File: config.mk
export PLATFORM = sky130hd
export DESIGN_NAME = orle_cell
export DESIGN_NICKNAME = d
export VERILOG_FILES = /design/src/design/orle_pkg.sv /design/src/design/orle_cell.sv
export SDC_FILE = /design/constraint.sdc
export NUM_CORES = 1
export LEC_CHECK = 0
export ABC_CLOCK_PERIOD_IN_PS = 18600
export BUFFER_PORTS_ARGS = -buffer_cell sky130_fd_sc_hd__buf_2
export CORE_AREA = 2 2 240 242
export DETAILED_ROUTE_END_ITERATION = 8
export DIE_AREA = 0 0 242 244
export PLACE_DENSITY_LB_ADDON = 0.08
export SETUP_SLACK_MARGIN = 0.5
export SYNTH_ARGS = -nofsm -noshare
export SYNTH_HDL_FRONTEND = slang
export SYNTH_SLANG_ARGS = --single-unit
File: constraint.sdc
create_clock -name clk -period 18.6 [get_ports clk]
set_input_delay 3.72 -clock clk [delete_from_list [all_inputs] [get_ports clk]]
set_output_delay 3.72 -clock clk [all_outputs]
set_load 0.005 [all_outputs]
File: src/design/orle_pkg.sv
`timescale 1ns / 1ps
`default_nettype none
// ----------------------------------------------------------------------------
// orle_pkg
// shared types and codes for the ordered record list engine
// ----------------------------------------------------------------------------
package orle_pkg;

  // item kinds carried on the input tuser
  typedef enum logic [1:0] {
    KIND_INSERT = 2'd0,
    KIND_DELETE = 2'd1,
    KIND_READ   = 2'd2,
    KIND_CLEAR  = 2'd3
  } kind_t;

  // insert status codes
  localparam logic [1:0] STATUS_OK   = 2'd0;
  localparam logic [1:0] STATUS_FULL = 2'd1;
  localparam logic [1:0] STATUS_PAST = 2'd2;

  typedef enum logic [1:0] {
    ST_IDLE,
    ST_DELETE,
    ST_READ
  } state_t;

  typedef struct packed {
    logic signed [31:0] key;
    logic [63:0]        name_low;
    logic [15:0]        name_high;
    logic [7:0]         age;
  } rec_t;

  typedef enum logic [1:0] {
    CELL_HOLD,
    CELL_INSERT,
    CELL_ROTATE
  } cell_op_t;

  // broadcast to every cell
  typedef struct packed {
    cell_op_t op;
    logic     keep;
  } cell_cmd_t;

  typedef struct packed {
    rec_t       rec;
    logic       has_record;
    logic [1:0] status;
    logic [5:0] removed;
    logic [5:0] length;
    logic       last;
  } beat_t;

endpackage : orle_pkg
`default_nettype wire

File: src/design/orle_cell.sv
`timescale 1ns / 1ps
`default_nettype none
// ----------------------------------------------------------------------------
// orle_cell
// one list slot: holds a record, takes it from a neighbour, the head or the
// incoming record depending on the broadcast command and its own place
// ----------------------------------------------------------------------------
module orle_cell #(
  parameter int unsigned IDX = 0,
  parameter int unsigned CW  = 6
) (
  input  wire logic              clk,
  input  wire orle_pkg::cell_cmd_t cmd,
  input  wire logic [CW-1:0]     pos,
  input  wire logic [CW-1:0]     len,
  input  wire orle_pkg::rec_t    new_rec,
  input  wire orle_pkg::rec_t    prev_rec,
  input  wire orle_pkg::rec_t    next_rec,
  input  wire orle_pkg::rec_t    head_rec,
  output orle_pkg::rec_t         rec_q
);
  import orle_pkg::*;

  localparam logic [CW:0] SELF    = IDX[CW:0];
  localparam logic [CW:0] SELF_P1 = SELF + {{CW{1'b0}}, 1'b1};

  rec_t rec_r;
  rec_t rec_nxt;

  always_comb begin
    rec_nxt = rec_r;
    case (cmd.op)
      CELL_INSERT: begin
        if (SELF == {1'b0, pos}) begin
          rec_nxt = new_rec;
        end else if (SELF > {1'b0, pos} && SELF <= {1'b0, len}) begin
          rec_nxt = prev_rec;
        end
      end
      CELL_ROTATE: begin
        // slots below the tail move one towards the front
        if (SELF_P1 < {1'b0, len}) begin
          rec_nxt = next_rec;
        end else if (SELF_P1 == {1'b0, len} && cmd.keep) begin
          rec_nxt = head_rec;
        end
      end
      default: rec_nxt = rec_r;
    endcase
  end

  always_ff @(posedge clk) begin
    rec_r <= rec_nxt;
  end

  assign rec_q = rec_r;

endmodule : orle_cell
`default_nettype wire
Word level (Yosys, flattened, before mapping)
Index checks and enable logic that the tools add are counted. Widths: inputs -> output; s select.

Register bits: 120. Latch bits: 0. Bits in writable memories: 0. ROM bits: 0. Output and inout port bits: 120. Word-level logic and storage cells: 18. Memories kept: 0.

Add/subtract/negate cells: 0. $mul: 0. Div/mod/pow operators: 0. Magnitude comparators: 1. Equal/unequal tests: 5. Shift-type cells: 0. Mux-type cells: 4. Bitwise logic cells: 0. Reduce and logical (&&, ||, !) cells: 4.

Operators by type and width (number): $mux 120 (3); $pmux 120 s2 (1); $eq 1x6->1 const A (1); $logic_not 6->1 (1); $lt 1x6->1 const A (1); $ne 3x3->1 const B (1); $reduce_and 3->1 (1); $eq 2x1->1 const B (1); $eq 2x2->1 const B (1); $ne 2x2->1 const B (1); $reduce_bool 2->1 (1); $logic_and 1x1->1 (1).

Logic depth before layout (Yosys ltp)
Gate-level depths: netlist (run 1).

Depth in word-level cells: 5. Mapped depth: 6. Depth with buffers taken out: 3.

Worst setup path before layout (run 1)
OpenSTA, ideal clock, no wires.

Path type: input -> register. Start point: in len[4]. End point: reg rec_r (netlist bit rec_q[0]), enable pin. Library setup time: 765 ps. Data arrival time: 12658 ps. Path slack: 5178 ps. Stages on the path: 5. Buffers on the path: 2. Cell sequence: or4_1 -> clkbuf_1 -> clkbuf_1 -> a211oi_1 -> o21ai_0.

Cells in the longest elaborated chain, start to end: 4. Elaborated cells between the ends (all ways): 5. Those cells by class: 1 x order compare; 2 x eq/ne; 2 x reduce/logical.

RTL lines: start: declaration (RTL line orle_cell.sv:15) `input wire logic [CW-1:0] len,`; branches (longest 2 deep; another with $lt 1x6->1); $ne 3x3->1 (no line) *; $reduce_and 3->1 (no line) *; end signal: assignment (RTL line orle_cell.sv:53) `rec_r <= rec_nxt;`; end: declaration (RTL line orle_cell.sv:27) `rec_t rec_r;`.

Mark *: on every way between the ends. A chain may end at the register's enable or synchronous reset.

==> results of run 1 <==
[logic make-up after synthesis]
kind of cell | share of synthesized area [%]
AOI/OAI and AO/OA | 31.87
buffers and inverters | 5.479
DFF | 49.62
and+or+nand+nor | 13.03
[power by group through the flow]
stage / clock network [W] / registers (W) / logic, W
2_1_floorplan: 0 / 0.000343 / 0.0000594
3_3_place_gp: 0 / 0.000335 / 0.000151
3_5_place_dp: 0 / 0.000335 / 0.000150
4_1_cts: 0.000354 / 0.000330 / 0.000150
5_1_grt: 0.000360 / 0.000332 / 0.000162
6_report: 0.000333 / 0.000330 / 0.000145
[stage by stage]
stage          hold slack, ns  setup WS, ns  instance area, um^2
2_1_floorplan           3.914         5.178                 7262
3_3_place_gp            4.003         11.66                10400
3_5_place_dp            4.002         11.69                10400
4_1_cts                 3.464         12.23                10950
5_1_grt                 3.489         12.03                10960
6_report                3.512         12.24                10960
[final cells by class]
cell class	instances	share of cell area, %
flip-flops and latches	120	32.87
multi-input cells	489	30.04
repair buffers	505	23.31
well taps	756	8.629
clock buffers	17	3.881
clock inverters	15	1.176
diodes	4	0.09131
[Yosys cell counts, drive strengths merged]
master  count
nand2     241
clkbuf     61
a211oi      1
o21ai       1
buf        20
nor4        1
or4         1
o211ai    240
edfxtp    120
nor4b       1
or2         1
nand2b      1
nor2b       1
[layer usage]
layer / global-route usage, % / vias to the layer above / share of wire, %
met3: 4.840 / 30 / 7.8
met1: 14.97 / 3568 / 42
met2: 20.73 / 292 / 49
met4: 4.267 / 4 / 1.5
li1: - / 3515 / -
met5: 0 / - / 0.071
[worst max path at each step]
stage	end	startpoint	slack [ns]	cells after the start
2_1_floorplan	rec_q[0]	len[4]	5.18	5
3_3_place_gp	rec_q[83]	cmd[2]	11.66	6
3_5_place_dp	rec_q[83]	cmd[2]	11.69	6
4_1_cts	rec_q[83]	cmd[2]	12.23	6
5_1_grt	rec_q[83]	cmd[2]	12.03	6
6_report	rec_q[83]	cmd[2]	12.24	6
==> impl_metrics.yaml, run 1 <==
run_status:
  status: "finished clean"
power_and_ir_drop:
  power_frac_seq_pct: 40.8
  peakVddDrop_mv: 0.06832
  power_w: 0.0008076
  p_sw_w: 0.0002362
  powerDensity_nw_per_um2: 73.67
  leakagePower_nw: 4.468
  comb_power_share_pct: 18.0
  power_frac_clock_pct: 41.2
  p_int_w: 0.0005713
  swShare_pct: 29.25
synth:
  synth_area_leaders: "edfxtp_1 50%, o211ai_2 17%, o211ai_1 14%"
  ys_warn_count: 0
  synth-seq-cells: 120
  syn_inst: 690
  yosys.area.top_type: "edfxtp_1"
  syn_area_per_cell_um2: 10.52
  syn-num-nets: 1186
  netlist.area_leader.share_pct: 49.62
  ys_seq_area_share_pct: 49.62
  synth_area_um2: 7262
  ys_types: 15
route:
  avgViaCountPerCell: 3.887
  wirelength_um: 37780
  drt_iter0_drc: 313
  dr.pass1.iters: 4
  via_count: 7409
  remaining_drc_errors: 0
  wl_per_cell_um: 19.82
  postRouteAntennaNets: 0
grt:
  grtUsageTotal_pct: 12.58
  antenna_found_initial: 8
  first_global_vias: 7677
  grt_max_degree: 85
  grt_pass1_wl_um: 53910
  globalRoute.totalOverflow: 0
clock_network:
  cts_tree: "built"
  cts-root-buf: "clkbuf_16"
  clock_path_buffers: 2
  cts_inserted_buffers: 17
  post_cts_buffers: 0
  cts_hold_buf: 0
  htree_levels: 4
  clock_sinks: 120
  cts.clk_slew.worst_paths_ns: 0.07
  cts.repair.resized: 0
layout:
  layout_common_cells: "494 x buf_2, 241 x nand2_1, 140 x o211ai_1, 120 x edfxtp_1, 100 x o211ai_2"
  final_layout_size_suffix_gt1_share_pct: 55.93
  final_common_cell: "buf_2"
  seq_area_um2: 3603
  fill_cells: 6382
  multiInputGateArea_um2: 3293
  largest_reg_flops: 120
  final_cells: 1906
  final_nets: 1629
  final_util_pct: 19.52
  synthToLayoutAreaGrowth_pct: 50.95
setup_path:
  path_class: "primary input to flop"
  slowest_delay_ns: 0.88
  worst-path-buf-inv: 3
  start_kind: "primary input"
  crit_chain: "buf_2 > nor2b_4 > buf_4 > buf_4 > o211ai_1 > o211ai_2"
  critPathArrivalTime_ns: 6.67
  crit_top_cell: "buf_4"
  critical_path.endpoint_type: "flop"
  required_ns: 18.91
  crit_fanout: 84
  critPathSlowestCell: "nor2b_4"
  cpLargestDelayFamily: "buffers and inverters"
worst_hold_path:
  worstHoldStart: "new_rec[44]"
  hp-class: "primary input to flop"
  hold_path_depth: 3
  hold_path_end: "rec_q[44]"
floorplanning:
  dieArea_um2: 59050
  placement_rows: 87
  dieHeight_um: 244
  die_w_um: 242
  initial_core_util_pct: 12.93
  io_pins: 616
  core-area_um2: 56170
timing:
  worst_slew_pin_slew_ns: 1.121
  setup_viol: 0
  period_needed_ns: 6.358
  max_slew_margin_pct: 25.30
  slew_viol_final: 0
  clock.fmax_ghz: 0.1573
  timing.final.hold_violations: 0
  period_share_pct: 34.18
  tns_ns: 0
  rsz0062_at_grt: "false"
placement:
  dp_hpwl_um: 26970
  dp.cells: 1870
  io_buffers: 495
  gp_congestion: 0.7691
flow_run:
  drv_cap: 0
Note: power is estimated with default switching activity, not from simulation.
==> run 2: changes to the inputs <==
--- a/config.mk
+++ b/config.mk
@@ -5,11 +5,11 @@
 export SDC_FILE = /design/constraint.sdc
 export NUM_CORES = 1
 export LEC_CHECK = 0
-export ABC_CLOCK_PERIOD_IN_PS = 18600
+export ABC_CLOCK_PERIOD_IN_PS = 6190
 export BUFFER_PORTS_ARGS = -buffer_cell sky130_fd_sc_hd__buf_2
-export CORE_AREA = 2 2 240 242
+export CORE_AREA = 2 2 243 245
 export DETAILED_ROUTE_END_ITERATION = 8
-export DIE_AREA = 0 0 242 244
+export DIE_AREA = 0 0 245 247
 export PLACE_DENSITY_LB_ADDON = 0.08
 export SETUP_SLACK_MARGIN = 0.5
 export SYNTH_ARGS = -nofsm -noshare
==> constraint.sdc (replaced) <==
create_clock -name clk -period 6.19 [get_ports clk]
set_input_delay 1.238 -clock clk [delete_from_list [all_inputs] [get_ports clk]]
set_output_delay 1.238 -clock clk [all_outputs]
set_load 0.005 [all_outputs]
==> impl_metrics.yaml, run 2 (synthesized netlist as in run 1, its figures left out) <==
run_status:
  status: "finished clean"
power_and_ir_drop:
  power_w: 0.002487
  p_sw_w: 0.0006912
  swShare_pct: 27.79
  power_frac_clock_pct: 42.5
  comb_power_share_pct: 17.6
  power_frac_seq_pct: 39.8
  leakagePower_nw: 4.511
  powerDensity_nw_per_um2: 225.3
  p_int_w: 0.001796
  peakVddDrop_mv: 0.2187
timing:
  max_slew_margin_pct: 35.86
  setup_viol: 0
  clock.fmax_ghz: 0.3277
  slew_viol_final: 0
  period_share_pct: 49.29
  timing.final.hold_violations: 0
  worst_slew_pin_slew_ns: 0.9621
  tns_ns: 0
  period_needed_ns: 3.051
  rsz0062_at_grt: "false"
  fin_hold_ws_ns: 1.024
clock_network:
  cts_hold_buf: 0
  clock_sinks: 120
  cts.repair.resized: 0
  post_cts_buffers: 0
  cts_inserted_buffers: 17
  cts_tree: "built"
  cts.clk_slew.worst_paths_ns: 0.06
  cts-root-buf: "clkbuf_16"
  clock_path_buffers: 2
  htree_levels: 4
setup_path:
  critPathSlowestCell: "or4_4"
  crit_chain: "buf_2 > or4_4 > or2_4 > buf_12 > o211ai_2"
  required_ns: 6.51
  start_kind: "primary input"
  crit_fanout: 49
  cpLargestDelayFamily: "simple AND/OR/NAND/NOR gates"
  worst-path-buf-inv: 2
  critPathArrivalTime_ns: 3.37
  critical_path.endpoint_type: "flop"
  slowest_delay_ns: 0.75
  path_class: "primary input to flop"
floorplanning:
  dieArea_um2: 60520
  io_pins: 616
  placement_rows: 89
  initial_core_util_pct: 12.47
  die_w_um: 245
  dieHeight_um: 247
  core-area_um2: 58240
layout:
  fill_cells: 6560
  final_layout_size_suffix_gt1_share_pct: 55.62
  design_area_um2: 11040
  synthToLayoutAreaGrowth_pct: 52.00
  largest_reg_flops: 120
  final_common_cell: "buf_2"
  final_nets: 1630
  layout_common_cells: "494 x buf_2, 241 x nand2_1, 140 x o211ai_1, 120 x edfxtp_1, 100 x o211ai_2"
route:
  remaining_drc_errors: 0
  avgViaCountPerCell: 3.817
  wirelength_um: 38390
  via_count: 7333
  drt_iter0_drc: 290
  wl_per_cell_um: 19.98
  postRouteAntennaNets: 0
  dr.pass1.iters: 4
worst_hold_path:
  hp-class: "primary input to flop"
flow_run:
  drv_cap: 0
grt:
  globalRoute.totalOverflow: 0
  grtUsageTotal_pct: 12.44
  antenna_found_initial: 6
  grt_max_degree: 188
  first_global_vias: 7578
  grt_pass1_wl_um: 54010
placement:
  postPlaceCellArea_um2: 10460
  gp_congestion: 0.7616
  dp_hpwl_um: 26800
  io_buffers: 495
## run 2: cell type report
cell class | instances | area (um^2) | area share [%]
Clock inverter | 10 | 127.6 | 1.156
Timing Repair Buffer | 506 | 2600 | 23.55
Multi-Input combinational cell | 489 | 3293 | 29.83
Clock buffer | 22 | 444.2 | 4.024
Sequential cell | 120 | 3603 | 32.65
Antenna cell | 1 | 2.502 | 0.02267
Tap cell | 773 | 967.2 | 8.762
## run 2: worst paths after layout
path | from | end | slack, ns | cells past startpoint
hold / removal | new_rec[110] | rec_q[110] | 1.02 | 3
setup / recovery | len[3] | rec_q[79] | 3.14 | 5
## run 2: layer usage
layer	track usage (%)	vias up	part of all wire, %
met3	4.602	36	7.3
met2	20.70	253	50
met5	0	-	0.11
met4	4.071	6	1.5
li1	-	3521	-
met1	14.77	3517	41
## run 2: stage by stage
stage	cells	setup WS, ns	utilization (%)
detailed placement	1888	2.610	17.97
finish	1921	3.139	18.95
global placement	1888	2.577	17.97
floorplan	690	0.7993	-
global route	1920	3.062	18.95
CTS	1920	3.163	18.95
## run 2: power groups by stage
stage / combinational (W) / sequential [W] / clock, W
2_1_floorplan: 0.000179 / 0.00102 / 0
3_3_place_gp: 0.000458 / 0.00101 / 0
3_5_place_dp: 0.000451 / 0.00101 / 0
4_1_cts: 0.000453 / 0.000992 / 0.00113
5_1_grt: 0.000490 / 0.000998 / 0.00113
6_report: 0.000439 / 0.000990 / 0.00106
==> run 3: changes to the inputs <==
--- a/config.mk
+++ b/config.mk
@@ -5,11 +5,12 @@
 export SDC_FILE = /design/constraint.sdc
 export NUM_CORES = 1
 export LEC_CHECK = 0
-export ABC_CLOCK_PERIOD_IN_PS = 6190
+export ABC_AREA = 1
+export ABC_CLOCK_PERIOD_IN_PS = 2500
 export BUFFER_PORTS_ARGS = -buffer_cell sky130_fd_sc_hd__buf_2
-export CORE_AREA = 2 2 243 245
+export CORE_AREA = 2 2 238 240
 export DETAILED_ROUTE_END_ITERATION = 8
-export DIE_AREA = 0 0 245 247
+export DIE_AREA = 0 0 240 242
 export PLACE_DENSITY_LB_ADDON = 0.08
 export SETUP_SLACK_MARGIN = 0.5
 export SYNTH_ARGS = -nofsm -noshare
==> constraint.sdc (replaced) <==
create_clock -name clk -period 2.5 [get_ports clk]
set_input_delay 0.5 -clock clk [delete_from_list [all_inputs] [get_ports clk]]
set_output_delay 0.5 -clock clk [all_outputs]
set_load 0.005 [all_outputs]
==> impl_metrics.yaml, run 3 <==
placement:
  dp_hpwl_um: 28150
  postPlaceCellArea_um2: 11100
  io_buffers: 495
  gp_congestion: 0.7721
route:
  via_count: 8710
  drt_iter0_drc: 347
  postRouteAntennaNets: 0
  avgViaCountPerCell: 3.803
  wl_per_cell_um: 17.32
  dr.pass1.iters: 4
  remaining_drc_errors: 0
  wirelength_um: 39660
synth:
  ys_types: 14
  synth_area_um2: 7674
  netlist.area_leader.share_pct: 46.96
  synth-seq-cells: 120
  yosys.area.top_type: "edfxtp_1"
  syn-num-nets: 1550
  synth_area_leaders: "edfxtp_1 47%, nand2_1 18%, inv_1 12%"
  yosys-top-cells-count: "363 x nand2_1, 244 x inv_1, 121 x nand4_1"
  synth_most_common_cell: "nand2_1"
  async_flop_share_pct: 0
  synth-edff-count: 120
  syn_area_per_cell_um2: 7.280
  ys_warn_count: 0
  ys_seq_area_share_pct: 46.96
  syn_inst: 1054
  synth_ff_type: "edfxtp_1"
layout:
  design_area_um2: 11700
  synthToLayoutAreaGrowth_pct: 52.49
  final_common_cell: "buf_2"
  final_layout_size_suffix_gt1_share_pct: 36.35
  final_nets: 2011
  largest_reg_flops: 120
  layout_common_cells: "495 x buf_2, 361 x nand2_1, 242 x inv_1, 121 x nand4_1"
timing:
  rsz0062_at_grt: "false"
  worst_slew_pin_slew_ns: 0.6971
  timing.final.hold_violations: 0
  period_share_pct: 66.06
  slew_viol_final: 0
  clock.fmax_ghz: 0.6055
  period_needed_ns: 1.652
  setup_viol: 0
  max_slew_margin_pct: 53.53
  tns_ns: 0
clock_network:
  cts.clk_slew.worst_paths_ns: 0.07
  clock_sinks: 120
  htree_levels: 4
  cts_tree: "built"
  cts_hold_buf: 0
  clock_path_buffers: 2
  cts.repair.resized: 0
  post_cts_buffers: 0
  cts-root-buf: "clkbuf_16"
  cts_inserted_buffers: 17
power_and_ir_drop:
  peakVddDrop_mv: 0.5098
  leakagePower_nw: 6.361
  powerDensity_nw_per_um2: 531.4
floorplanning:
  dieHeight_um: 242
  die_w_um: 240
  placement_rows: 87
  dieArea_um2: 58080
  initial_core_util_pct: 13.77
  core-area_um2: 55730
  io_pins: 616
setup_path:
  required_ns: 2.73
  critical_path.endpoint_type: "flop"
  start_kind: "primary input"
  worst-path-buf-inv: 3
  crit_fanout: 53
  crit_start: "len[4]"
  path_class: "primary input to flop"
  critPathSlowestCell: "buf_4"
  crit_chain: "buf_2 > nor2_4 > buf_12 > buf_4 > nand4_1 > nand3_1 > nand2_1"
  cpLargestDelayFamily: "buffers and inverters"
  critPathArrivalTime_ns: 1.88
  cp.depth: 7
  crit_path_end: "rec_q[88]"
  slowest_delay_ns: 0.34
grt:
  grt_max_degree: 121
  grtUsageTotal_pct: 13.64
  antenna_found_initial: 14
  grt_pass1_wl_um: 57880
  globalRoute.totalOverflow: 0
  first_global_vias: 8965
worst_hold_path:
  hp-class: "primary input to flop"
run_status:
  status: "finished clean"
flow_run:
  drv_cap: 0
## run 3: per-stage QoR
stage          utilization [%]  power [W]  cells  hold WS (ns)  setup WS, ns
3_3_place_gp             19.92   0.003702   2252        0.7755        0.3758
6_report                 21.00   0.006218   2290        0.2982        0.8484
2_1_floorplan                -   0.002976   1054        0.6859        0.5018
4_1_cts                  20.96   0.006396   2283        0.2391        0.9140
3_5_place_dp             19.92   0.003689   2252        0.7740        0.3809
5_1_grt                  20.99   0.006583   2289        0.2611        0.8235
## run 3: cell type report
class,count,area (um^2)
Multi-Input combinational cell,612,2815
Tap cell,756,945.9
Fill cell,6509,44030
Clock inverter,14,157.7
Timing Repair Buffer,520,2815
Inverter,244,920.9
Clock buffer,17,425.4
Sequential cell,120,3603
Antenna cell,7,17.52
## run 3: cell families (layout without fill, tap and decap cells)
family          Yosys count  after routing  synth area share, %
simple gates            611            611                35.94
buf+inv                 322            795                17.04
flops                   120            120                46.96
compound gates            1              1              0.06516
other cells               0              7                    0
## run 3: where the power goes
part	switching, W	internal, W
clock	0.00106	0.00154
sequential	0.0000371	0.00241
combinational	0.000670	0.000498
## run 3: metal layers
layer	vias to the layer above	track usage [%]	wire (um)
li1	4278	-	-
met3	52	5.196	3203
met5	-	0	86
met2	318	21.93	18720
met1	4048	16.51	16870
met4	14	4.823	773
## run 3: how the worst min path moves through the flow
stage | startpoint | cells after the start | slack, ns | endpoint
floorplan | new_rec[108] | 2 | 0.69 | rec_q[108]
global placement | new_rec[27] | 3 | 0.78 | rec_q[27]
detailed placement | new_rec[89] | 3 | 0.77 | rec_q[89]
CTS | new_rec[43] | 3 | 0.24 | rec_q[43]
global route | new_rec[43] | 3 | 0.26 | rec_q[43]
finish | new_rec[73] | 3 | 0.30 | rec_q[73]
